## config.mk

```make
export PLATFORM = sky130hd
export DESIGN_NAME = detection_persistence_tracker_core
export DESIGN_NICKNAME = d
export VERILOG_FILES = /design/src/rtl/dpt_pkg.sv /design/src/rtl/dpt_track_mem.sv /design/src/rtl/dpt_dist_unit.sv /design/src/rtl/detection_persistence_tracker_core.sv
export SDC_FILE = /design/constraint.sdc
export NUM_CORES = 2
export LEC_CHECK = 0
export ABC_AREA = 1
export BUFFER_PORTS_ARGS = -buffer_cell sky130_fd_sc_hd__buf_2
export CORE_MARGIN = 8
export CORE_UTILIZATION = 34
export CTS_CLUSTER_DIAMETER = 30
export CTS_CLUSTER_SIZE = 20
export DETAILED_ROUTE_END_ITERATION = 8
export GPL_TIMING_DRIVEN = 0
export PLACE_DENSITY = 0.54
export SYNTH_ARGS = -nofsm -noshare
export SYNTH_HDL_FRONTEND = slang
export SYNTH_SLANG_ARGS = --single-unit
```

## constraint.sdc

```tcl
create_clock -name clk -period 7.6 [get_ports clk]
set_input_delay 0.76 -clock clk [delete_from_list [all_inputs] [get_ports clk]]
set_output_delay 0.76 -clock clk [all_outputs]
set_load 0.02 [all_outputs]
```

## src/rtl/dpt_pkg.sv

```systemverilog
// Shared types and constants for the detection persistence tracker.
`timescale 1ns / 1ps
`default_nettype none

package dpt_pkg;

	localparam int COORD_W  = 13;
	localparam int HITS_W   = 16;
	localparam int TIME_W   = 32;
	localparam int THR_W    = 8;
	localparam int TOUT_W   = 16;
	localparam int SQ_W     = 2 * COORD_W;
	localparam int D2_W     = SQ_W + 1;
	localparam int CFG_IDX_W = 2;
	localparam int CFG_DAT_W = 16;
	localparam int IN_DAT_W  = 64;
	localparam int OUT_DAT_W = 24;

	localparam logic [CFG_IDX_W-1:0] REG_CONFIRM_FRAMES = 2'd0;
	localparam logic [CFG_IDX_W-1:0] REG_MATCH_RADIUS   = 2'd1;
	localparam logic [CFG_IDX_W-1:0] REG_TRACK_TIMEOUT  = 2'd2;

	localparam logic [THR_W-1:0]   CONFIRM_RESET = 8'd3;
	localparam logic [COORD_W-1:0] RADIUS_RESET  = 13'd120;
	localparam logic [TOUT_W-1:0]  TIMEOUT_RESET = 16'd500;

	localparam logic [HITS_W-1:0]  HITS_MAX = 16'hFFFF;

	typedef enum logic [2:0] {
		ST_IDLE,
		ST_AGE,
		ST_SCAN,
		ST_DRAIN,
		ST_FINISH
	} dpt_state_t;

	typedef struct packed {
		logic [COORD_W-1:0] col;
		logic [COORD_W-1:0] row;
		logic [HITS_W-1:0]  hits;
	} dpt_track_t;

	typedef struct packed {
		logic              valid;
		logic              win;
		logic [D2_W-1:0]   d2;
		logic [HITS_W-1:0] hits;
	} dpt_cand_t;

endpackage

`default_nettype wire

```

## src/rtl/dpt_track_mem.sv

```systemverilog
// Two-bank track store: one write port, one registered read port.
`timescale 1ns / 1ps
`default_nettype none

module dpt_track_mem #(
	parameter int DEPTH = 32,
	parameter int AW    = 5
) (
	input  wire logic                clk,
	input  wire logic                we,
	input  wire logic [AW-1:0]       waddr,
	input  wire dpt_pkg::dpt_track_t wdata,
	input  wire logic [AW-1:0]       raddr,
	output dpt_pkg::dpt_track_t      rdata
);
	import dpt_pkg::*;

	dpt_track_t mem_q [DEPTH];

	always_ff @(posedge clk) begin
		if (we) begin
			mem_q[waddr] <= wdata;
		end
	end

	always_ff @(posedge clk) begin
		rdata <= mem_q[raddr];
	end

endmodule

`default_nettype wire

```

## src/rtl/dpt_dist_unit.sv

```systemverilog
// Shared distance unit: squares registered, then sum and best-candidate compare.
`timescale 1ns / 1ps
`default_nettype none

module dpt_dist_unit #(
	parameter int SW = 4
) (
	input  wire logic                         clk,
	input  wire logic                         arst_n,
	input  wire logic                         in_valid,
	input  wire logic [dpt_pkg::COORD_W-1:0]  cx,
	input  wire logic [dpt_pkg::COORD_W-1:0]  cy,
	input  wire dpt_pkg::dpt_track_t          trk,
	input  wire logic [SW-1:0]                in_slot,
	input  wire logic [dpt_pkg::SQ_W-1:0]     r2,
	input  wire logic                         best_found,
	input  wire logic [dpt_pkg::D2_W-1:0]     best_d,
	output dpt_pkg::dpt_cand_t                cand,
	output logic [SW-1:0]                     cand_slot
);
	import dpt_pkg::*;

	logic signed [COORD_W:0]     dx, dy;
	logic signed [2*COORD_W+1:0] px, py;
	logic                        valid_s2;
	logic [SQ_W-1:0]             sqx_s2, sqy_s2;
	logic [HITS_W-1:0]           hits_s2;
	logic [SW-1:0]               slot_s2;
	logic [D2_W-1:0]             d2;

	assign dx = $signed({1'b0, cx}) - $signed({1'b0, trk.col});
	assign dy = $signed({1'b0, cy}) - $signed({1'b0, trk.row});
	assign px = (2*COORD_W+2)'(dx) * (2*COORD_W+2)'(dx);
	assign py = (2*COORD_W+2)'(dy) * (2*COORD_W+2)'(dy);

	always_ff @(posedge clk or negedge arst_n) begin
		if (!arst_n) begin
			valid_s2 <= 1'b0;
		end else begin
			valid_s2 <= in_valid;
		end
	end

	always_ff @(posedge clk) begin
		sqx_s2  <= px[SQ_W-1:0];
		sqy_s2  <= py[SQ_W-1:0];
		hits_s2 <= trk.hits;
		slot_s2 <= in_slot;
	end

	assign d2 = D2_W'(sqx_s2) + D2_W'(sqy_s2);

	// strict less-than keeps the earlier slot on a tie
	always_comb begin
		cand.valid = valid_s2;
		cand.win   = valid_s2 && (d2 <= D2_W'(r2)) && (!best_found || d2 < best_d);
		cand.d2    = d2;
		cand.hits  = hits_s2;
		cand_slot  = slot_s2;
	end

endmodule

`default_nettype wire

```

## src/rtl/detection_persistence_tracker_core.sv

```systemverilog
// Top level: sequencer, bank bookkeeping, config registers and result register.
//
// Channel  | Dir | Handshake          | Word
// ---------+-----+--------------------+---------------------------------------------
// s_       | in  | s_tvalid/s_tready  | detection: tdata, tuser=has_detection, tlast
// m_       | out | m_tvalid/m_tready  | result word in m_tdata[23:0]
// cfg_     | in  | cfg_we             | register write, no read-back
//
// Steps: after a detection word is accepted, an age check, then one slot per cycle
//   through the shared distance unit (memory read, square, compare), a drain until
//   the unit is empty, and one write-back before the next word is taken.
// A word without detection is taken while idle and gives no result.
// Reset clears bank fills, bank times, taken flags and bank select; config goes to defaults.
// A finished result waits in the output register; the next word is still taken,
// and write-back only stalls when the output register is still occupied.
`timescale 1ns / 1ps
`default_nettype none

module detection_persistence_tracker_core #(
	parameter int MAX_TRACKS = 16
) (
	input  wire logic                            clk,
	input  wire logic                            arst_n,
	// s_tdata: centre_x[12:0], centre_y[25:13], frame_time[57:26], zero above
	input  wire logic [dpt_pkg::IN_DAT_W-1:0]    s_tdata,
	// s_tuser: has_detection
	input  wire logic                            s_tuser,
	input  wire logic                            s_tlast,
	input  wire logic                            s_tvalid,
	output logic                                 s_tready,
	// m_tdata: hit_count[15:0], confirmed[16], newly[17], matched[18],
	//          matched_slot[22:19], not_stored[23]
	output logic [dpt_pkg::OUT_DAT_W-1:0]        m_tdata,
	output logic                                 m_tvalid,
	input  wire logic                            m_tready,
	input  wire logic                            cfg_we,
	input  wire logic [dpt_pkg::CFG_IDX_W-1:0]   cfg_index,
	input  wire logic [dpt_pkg::CFG_DAT_W-1:0]   cfg_data
);
	import dpt_pkg::*;

	localparam int SW = (MAX_TRACKS > 1) ? $clog2(MAX_TRACKS) : 1;
	localparam int FW = $clog2(MAX_TRACKS + 1);
	localparam int AW = $clog2(2 * MAX_TRACKS);

	// config
	logic [THR_W-1:0]   confirm_q;
	logic [COORD_W-1:0] radius_q;
	logic [TOUT_W-1:0]  timeout_q;
	logic [SQ_W-1:0]    r2_q;

	// bank bookkeeping
	logic                  active_bank_q;
	logic [FW-1:0]         bank_fill_q [2];
	logic [TIME_W-1:0]     bank_time_q [2];
	logic [MAX_TRACKS-1:0] slot_taken_q;

	// current word
	logic [COORD_W-1:0] cx_q, cy_q;
	logic [TIME_W-1:0]  now_q;
	logic               fend_q;

	// scan control and best candidate
	dpt_state_t        state_q, state_d;
	logic [FW-1:0]     scan_q;
	logic              too_old_q;
	logic              valid_s1_q;
	logic [SW-1:0]     slot_s1_q;
	logic              found_q;
	logic [SW-1:0]     best_slot_q;
	logic [D2_W-1:0]   best_d_q;
	logic [HITS_W-1:0] best_hits_q;

	// output register
	logic                 out_valid_q;
	logic [OUT_DAT_W-1:0] out_data_q;

	// control strobes
	logic s_accept, issue, finish_go, do_end;

	logic [FW-1:0]      ofill, nfill;
	logic               full;
	logic [AW-1:0]      raddr, waddr;
	dpt_track_t         rdata, wdata;
	dpt_cand_t          cand;
	logic [SW-1:0]      cand_slot;
	logic [HITS_W-1:0]  count;
	logic [THR_W-1:0]   thr;
	logic               confirmed, newly;

	assign ofill = bank_fill_q[active_bank_q];
	assign nfill = bank_fill_q[~active_bank_q];
	assign full  = (nfill == FW'(MAX_TRACKS));

	// ---- sequencer ----
	always_ff @(posedge clk or negedge arst_n) begin
		if (!arst_n) begin
			state_q <= ST_IDLE;
		end else begin
			state_q <= state_d;
		end
	end

	always_comb begin
		state_d   = state_q;
		s_tready  = 1'b0;
		issue     = 1'b0;
		finish_go = 1'b0;
		unique case (state_q)
			ST_IDLE: begin
				s_tready = 1'b1;
				if (s_tvalid && s_tuser) begin
					state_d = ST_AGE;
				end
			end
			ST_AGE: begin
				state_d = ST_SCAN;
			end
			ST_SCAN: begin
				issue = (scan_q < ofill);
				if ((FW + 1)'(scan_q) + (FW + 1)'(1) >= (FW + 1)'(ofill)) begin
					state_d = ST_DRAIN;
				end
			end
			ST_DRAIN: begin
				if (!valid_s1_q && !cand.valid) begin
					state_d = ST_FINISH;
				end
			end
			ST_FINISH: begin
				if (!out_valid_q || m_tready) begin
					finish_go = 1'b1;
					state_d   = ST_IDLE;
				end
			end
			default: begin
				state_d = ST_IDLE;
			end
		endcase
	end

	assign s_accept = s_tvalid && s_tready;
	// frame boundary: empty end word, or last detection of the frame written back
	assign do_end   = (s_accept && !s_tuser && s_tlast) || (finish_go && fend_q);

	// ---- config registers ----
	always_ff @(posedge clk or negedge arst_n) begin
		if (!arst_n) begin
			confirm_q <= CONFIRM_RESET;
			radius_q  <= RADIUS_RESET;
			timeout_q <= TIMEOUT_RESET;
		end else if (cfg_we) begin
			unique case (cfg_index)
				REG_CONFIRM_FRAMES: confirm_q <= cfg_data[THR_W-1:0];
				REG_MATCH_RADIUS:   radius_q  <= cfg_data[COORD_W-1:0];
				REG_TRACK_TIMEOUT:  timeout_q <= cfg_data[TOUT_W-1:0];
				default: ;
			endcase
		end
	end

	// squared radius, ready long before the first compare
	always_ff @(posedge clk) begin
		r2_q <= SQ_W'(radius_q) * SQ_W'(radius_q);
	end

	// ---- word capture ----
	always_ff @(posedge clk) begin
		if (s_accept && s_tuser) begin
			cx_q   <= s_tdata[12:0];
			cy_q   <= s_tdata[25:13];
			now_q  <= s_tdata[57:26];
			fend_q <= s_tlast;
		end
	end

	// ---- scan control ----
	always_ff @(posedge clk or negedge arst_n) begin
		if (!arst_n) begin
			scan_q     <= '0;
			too_old_q  <= 1'b0;
			valid_s1_q <= 1'b0;
			found_q    <= 1'b0;
		end else begin
			valid_s1_q <= issue && !slot_taken_q[scan_q[SW-1:0]] && !too_old_q;
			if (s_accept) begin
				scan_q  <= '0;
				found_q <= 1'b0;
			end else begin
				if (issue) begin
					scan_q <= scan_q + FW'(1);
				end
				if (cand.win) begin
					found_q <= 1'b1;
				end
			end
			if (state_q == ST_AGE) begin
				// age wraps modulo 2^32; a later bank time reads as very old
				too_old_q <= (now_q - bank_time_q[active_bank_q]) > TIME_W'(timeout_q);
			end
		end
	end

	always_ff @(posedge clk) begin
		slot_s1_q <= scan_q[SW-1:0];
		if (cand.win) begin
			best_slot_q <= cand_slot;
			best_d_q    <= cand.d2;
			best_hits_q <= cand.hits;
		end
	end

	assign raddr = active_bank_q ? AW'(MAX_TRACKS) + AW'(scan_q) : AW'(scan_q);

	dpt_track_mem #(
		.DEPTH (2 * MAX_TRACKS),
		.AW    (AW)
	) u_mem (
		.clk   (clk),
		.we    (finish_go && !full),
		.waddr (waddr),
		.wdata (wdata),
		.raddr (raddr),
		.rdata (rdata)
	);

	dpt_dist_unit #(
		.SW (SW)
	) u_dist (
		.clk        (clk),
		.arst_n     (arst_n),
		.in_valid   (valid_s1_q),
		.cx         (cx_q),
		.cy         (cy_q),
		.trk        (rdata),
		.in_slot    (slot_s1_q),
		.r2         (r2_q),
		.best_found (found_q),
		.best_d     (best_d_q),
		.cand       (cand),
		.cand_slot  (cand_slot)
	);

	// ---- write-back and result ----
	always_comb begin
		if (found_q) begin
			count = (best_hits_q == HITS_MAX) ? best_hits_q : best_hits_q + HITS_W'(1);
		end else begin
			count = HITS_W'(1);
		end
		thr       = (confirm_q == '0) ? THR_W'(1) : confirm_q;
		confirmed = count >= HITS_W'(thr);
		newly     = count == HITS_W'(thr);
		wdata.col  = cx_q;
		wdata.row  = cy_q;
		wdata.hits = count;
	end

	// new tracks go to the spare bank
	assign waddr = (!active_bank_q) ? AW'(MAX_TRACKS) + AW'(nfill) : AW'(nfill);

	always_ff @(posedge clk or negedge arst_n) begin
		if (!arst_n) begin
			active_bank_q  <= 1'b0;
			bank_fill_q[0] <= '0;
			bank_fill_q[1] <= '0;
			bank_time_q[0] <= '0;
			bank_time_q[1] <= '0;
			slot_taken_q   <= '0;
		end else begin
			if (finish_go) begin
				if (!full) begin
					bank_fill_q[~active_bank_q] <= nfill + FW'(1);
					bank_time_q[~active_bank_q] <= now_q;
				end
			end
			// frame end drops all taken marks, else mark the matched slot
			if (do_end) begin
				slot_taken_q <= '0;
			end else if (finish_go && found_q) begin
				slot_taken_q[best_slot_q] <= 1'b1;
			end
			if (do_end) begin
				active_bank_q                <= ~active_bank_q;
				bank_fill_q[active_bank_q]   <= '0;
			end
		end
	end

	always_ff @(posedge clk or negedge arst_n) begin
		if (!arst_n) begin
			out_valid_q <= 1'b0;
		end else if (finish_go) begin
			out_valid_q <= 1'b1;
		end else if (m_tready) begin
			out_valid_q <= 1'b0;
		end
	end

	always_ff @(posedge clk) begin
		if (finish_go) begin
			out_data_q <= {full,
				(found_q ? 4'(best_slot_q) : 4'd0),
				found_q, newly, confirmed, count};
		end
	end

	assign m_tvalid = out_valid_q;
	assign m_tdata  = out_data_q;

endmodule

`default_nettype wire
```

==> summary.txt <==
Status
  – Status: finished with violations
  – Failing checks: capacitance limit, slew limit

Timing
  – Min Tclk post-route: 7.31 ns
  – Slew at the pin closest to its max-slew limit: 1.59 ns
  – Skew final: 0.103 ns
  – Max Freq: 137 MHz
  – Final period util: 96.2%
  – Final hold slack: 0.0722 ns
  – Fin. max-slew vios: 11
  – Slew margin rel.: -6.16%
  – Final setup viols: 0
  – RSZ-0062 raised after global routing: yes
  – Final hold vios: 0
  – Worst setup margin: 0.287 ns

Setup path
  – Crit end category: flip-flop
  – Slowest stage delay, CP: 0.57 ns
  – Worst r2r path cells: 35
  – Flop2flop setup slack: 0.29 ns
  – Critical path's most frequent cell: inv_1
  – CP max FO: 7
  – CP endpoint: u_dist.sqx_s2[24]
  – Crit path launch: cx_q[0]
  – R2r startpoint: cx_q[0]
  – Reg2reg end: u_dist.sqx_s2[24]
  – Crit start category: flip-flop
  – CP required: 8.28 ns
  – Classification of the worst setup path: flip-flop to flip-flop
  – Critical-path top delay cell: fa_1
  – Data arrival, critical path: 7.99 ns

CTS
  – Skew-Pair Late Insertion Delay: 0.88 ns
  – CTS tree: built
  – CTS sink cnt: 1756
  – CTS Buffer Depth: 4
  – H-tree Lvls: 5
  – CTS Buf Count: 362
  – Clock root buffer: clkbuf_16
  – Clock slew at reported path FFs: 0.05 ns

Layout
  – Commonest non-fill, non-tap cell in the layout: edfxtp_1
  – Commonest cells after routing, fill and taps aside: edfxtp_1 (1474), nor2_1 (1078), inv_1 (989)
  – Final Cell Area: 111000 sq um
  – Fill count: 24.4k
  – Nets@finish: 9757
  – Layout cells sized above 1: 12.9%
  – Layout area overhead: 23.8%

Routing
  – Vias per cell: 5.22
  – Pre-antenna DRT Iters: 8
  – Drc violations: 0
  – Post-route ant nets: 0
  – Via count: 66.2k
  – 1st-iter DRT viols: 6892
  – Drt total wl: 301000 um
  – Routed WL per cell: 23.7 um

Synth
  – Seq/Total Area, Yosys: 56.5%
  – Top cell type's share of synthesized area: 49.4%
  – Distinct cells, synth: 66
  – Main synth FF type: edfxtp_1
  – Number of flops mapped to enable cells by yosys: 1474
  – #FFs+latches synth: 1756
  – Mapped Area: 89600 sq um
  – Async set-reset flop share out of synthesis: 8.03%
  – Area leader, netlist: edfxtp_1
  – Gate Count Post-Synth: 8200
  – Ranking of synthesized cells by area: edfxtp_1 (49%), fa_1 (9.5%), o21ai_0 (5.2%)
  – Syn avg cell area: 10.9 sq um
  – Syn. warnings: 0

Placed design
  – GP Congestion: 0.925
  – IO Port Bufs: 108
  – Dpl ws: -1.98 ns
  – Post-DP HPWL: 213000 um
  – Post-DP Area: 96900 sq um

Die
  – Initial Util: 34.2%
  – Die width: 529 um
  – Row cnt: 188
  – Die Span Y: 529 um
  – IO Count: 115
  – Core area: 262000 sq um
  – Die area: 280000 sq um

Global route
  – GRT Total Usage: 20.7%
  – Initial antenna violation count: 18
  – GRT overflow: 0
  – Largest net degree at the start of global routing: 101
  – First-pass GRT wire length: 434000 um
  – Vias in the first global route: 66.2k

Job
  – Maxcap violations: 2

Hold path
  – Hold Crit Class: input pin to flip-flop
## cell families (layout without fill, tap and decap cells)
| group | count (synthesis) | in the layout | share of synthesized area, % |
|---|---|---|---|
| AOI/OAI and AO/OA | 1746 | 1746 | 10.7 |
| xor gates and xnor gates | 166 | 166 | 1.63 |
| adders and majority gates | 786 | 786 | 14.5 |
| buffers and inverters | 1376 | 2340 | 5.95 |
| DFF | 1756 | 1756 | 56.5 |
| muxes | 31 | 31 | 0.346 |
| other | 1 | 13 | 0.00418 |
| and+or+nand+nor | 2338 | 2339 | 10.4 |
## layer usage
layer | share of wire, % | global-route usage (%) | wire (um) | up-vias
met5 | 0.032 | 0 | 95 | -
met1 | 40 | 26.5 | 120000 | 32900
met4 | 5.0 | 8.82 | 15000 | 6
met3 | 8.7 | 4.29 | 26300 | 708
met2 | 47 | 34.2 | 140000 | 3099
li1 | - | - | - | 29500
## cells in the mapped netlist, types with 4 or more instances
cell / count
nand2_2: 6
mux2i_1: 31
o211ai_1: 8
clkinv_1: 5
or2_2: 9
dfxtp_1: 141
o21a_1: 10
buf_2: 78
a32o_1: 6
o21ai_2: 6
buf_6: 7
edfxtp_1: 1474
ha_1: 362
nor3_1: 39
nand4_1: 39
o21ai_0: 937
inv_1: 1006
nor2_1: 1135
dfstp_2: 12
clkbuf_1: 251
o31ai_1: 11
dfrtp_1: 129
a21oi_1: 227
o22ai_1: 407
fa_1: 424
nand3b_1: 5
nor4_1: 8
a31oi_1: 19
nand2_1: 946
inv_2: 8
o21ai_1: 52
buf_1: 16
o21bai_1: 20
xor2_1: 111
xnor2_1: 54
nand3_1: 131
a21o_1: 17
o2111ai_1: 4
## per-stage QoR
| stage | utilization [%] | std cells | setup TNS [ns] |
|---|---|---|---|
| 6_report | 42.3 | 12700 | 0 |
| 5_1_grt | 42.3 | 12700 | -0.284 |
| 4_1_cts | 41.9 | 12600 | -0.0720 |
| 3_5_place_dp | 36.9 | 11900 | -32.03 |
| 3_3_place_gp | 36.1 | 11800 | -50.46 |
| 2_1_floorplan | - | 8203 | 0 |
## flip-flops by register name, summed over array words and instances, names as in the netlist, 5 cells and up
signal,flops
u_mem.mem_q,1344
bank_time_q,64
u_mem.rdata,42
now_q,32
best_d_q,27
r2_q,25
u_dist.sqx_s2,25
u_dist.sqy_s2,25
m_tdata,24
best_hits_q,16
slot_taken_q,16
timeout_q,16
u_dist.hits_s2,16
cx_q,13
cy_q,13
radius_q,13
bank_fill_q,10
confirm_q,8
scan_q,5
## worst min path at each step
stage	depth (start not counted)	startpoint	slack, ns	endpoint
3_3_place_gp	0	u_mem.rdata[5]	0.31	u_dist.hits_s2[5]
6_report	1	s_tdata[0]	0.07	cx_q[0]
4_1_cts	1	s_tdata[15]	0.006	cy_q[2]
5_1_grt	1	s_tdata[5]	0.03	cx_q[5]
3_5_place_dp	0	slot_s1_q[3]	0.31	u_dist.cand_slot[3]
2_1_floorplan	0	slot_s1_q[0]	0.31	u_dist.cand_slot[0]
## critical path: cells and delay by family, from the launching register on
kind / cells / cell delay, ns
flip-flops: 1 / 0.40
AND/OR/NAND/NOR: 9 / 0.94
adder cells (fa/ha/maj): 9 / 3.71
XOR/XNOR: 1 / 0.18
buffers and inverters: 10 / 0.93
AO/OA/AOI/OAI: 6 / 0.95
## timing repair
item,4_1_cts,5_1_grt
gates resized for setup,55,154
endpoints found under the hold margin,46,0
pin swaps,5,33
setup endpoints to repair,33,25
gates cloned,0,2
hold buffers,10,0
buffers inserted,62,43
## final cells by class
cell class	count	area (sq um)	share of cell area, %
Timing Repair Buffer	316	3690	3.33
Clock inverter	210	2480	2.24
Inverter	1020	3860	3.48
Tap cell	3515	4400	3.96
Antenna cell	9	22.5	0.0203
Sequential cell	1756	50600	45.6
Clock buffer	440	9620	8.66
Multi-Input combinational cell	5072	34800	31.3
Buffer	354	1540	1.39
Power is left out: the tool's default activity adds up to more than one toggle a clock period on the data nets, which glitch-free logic cannot reach.
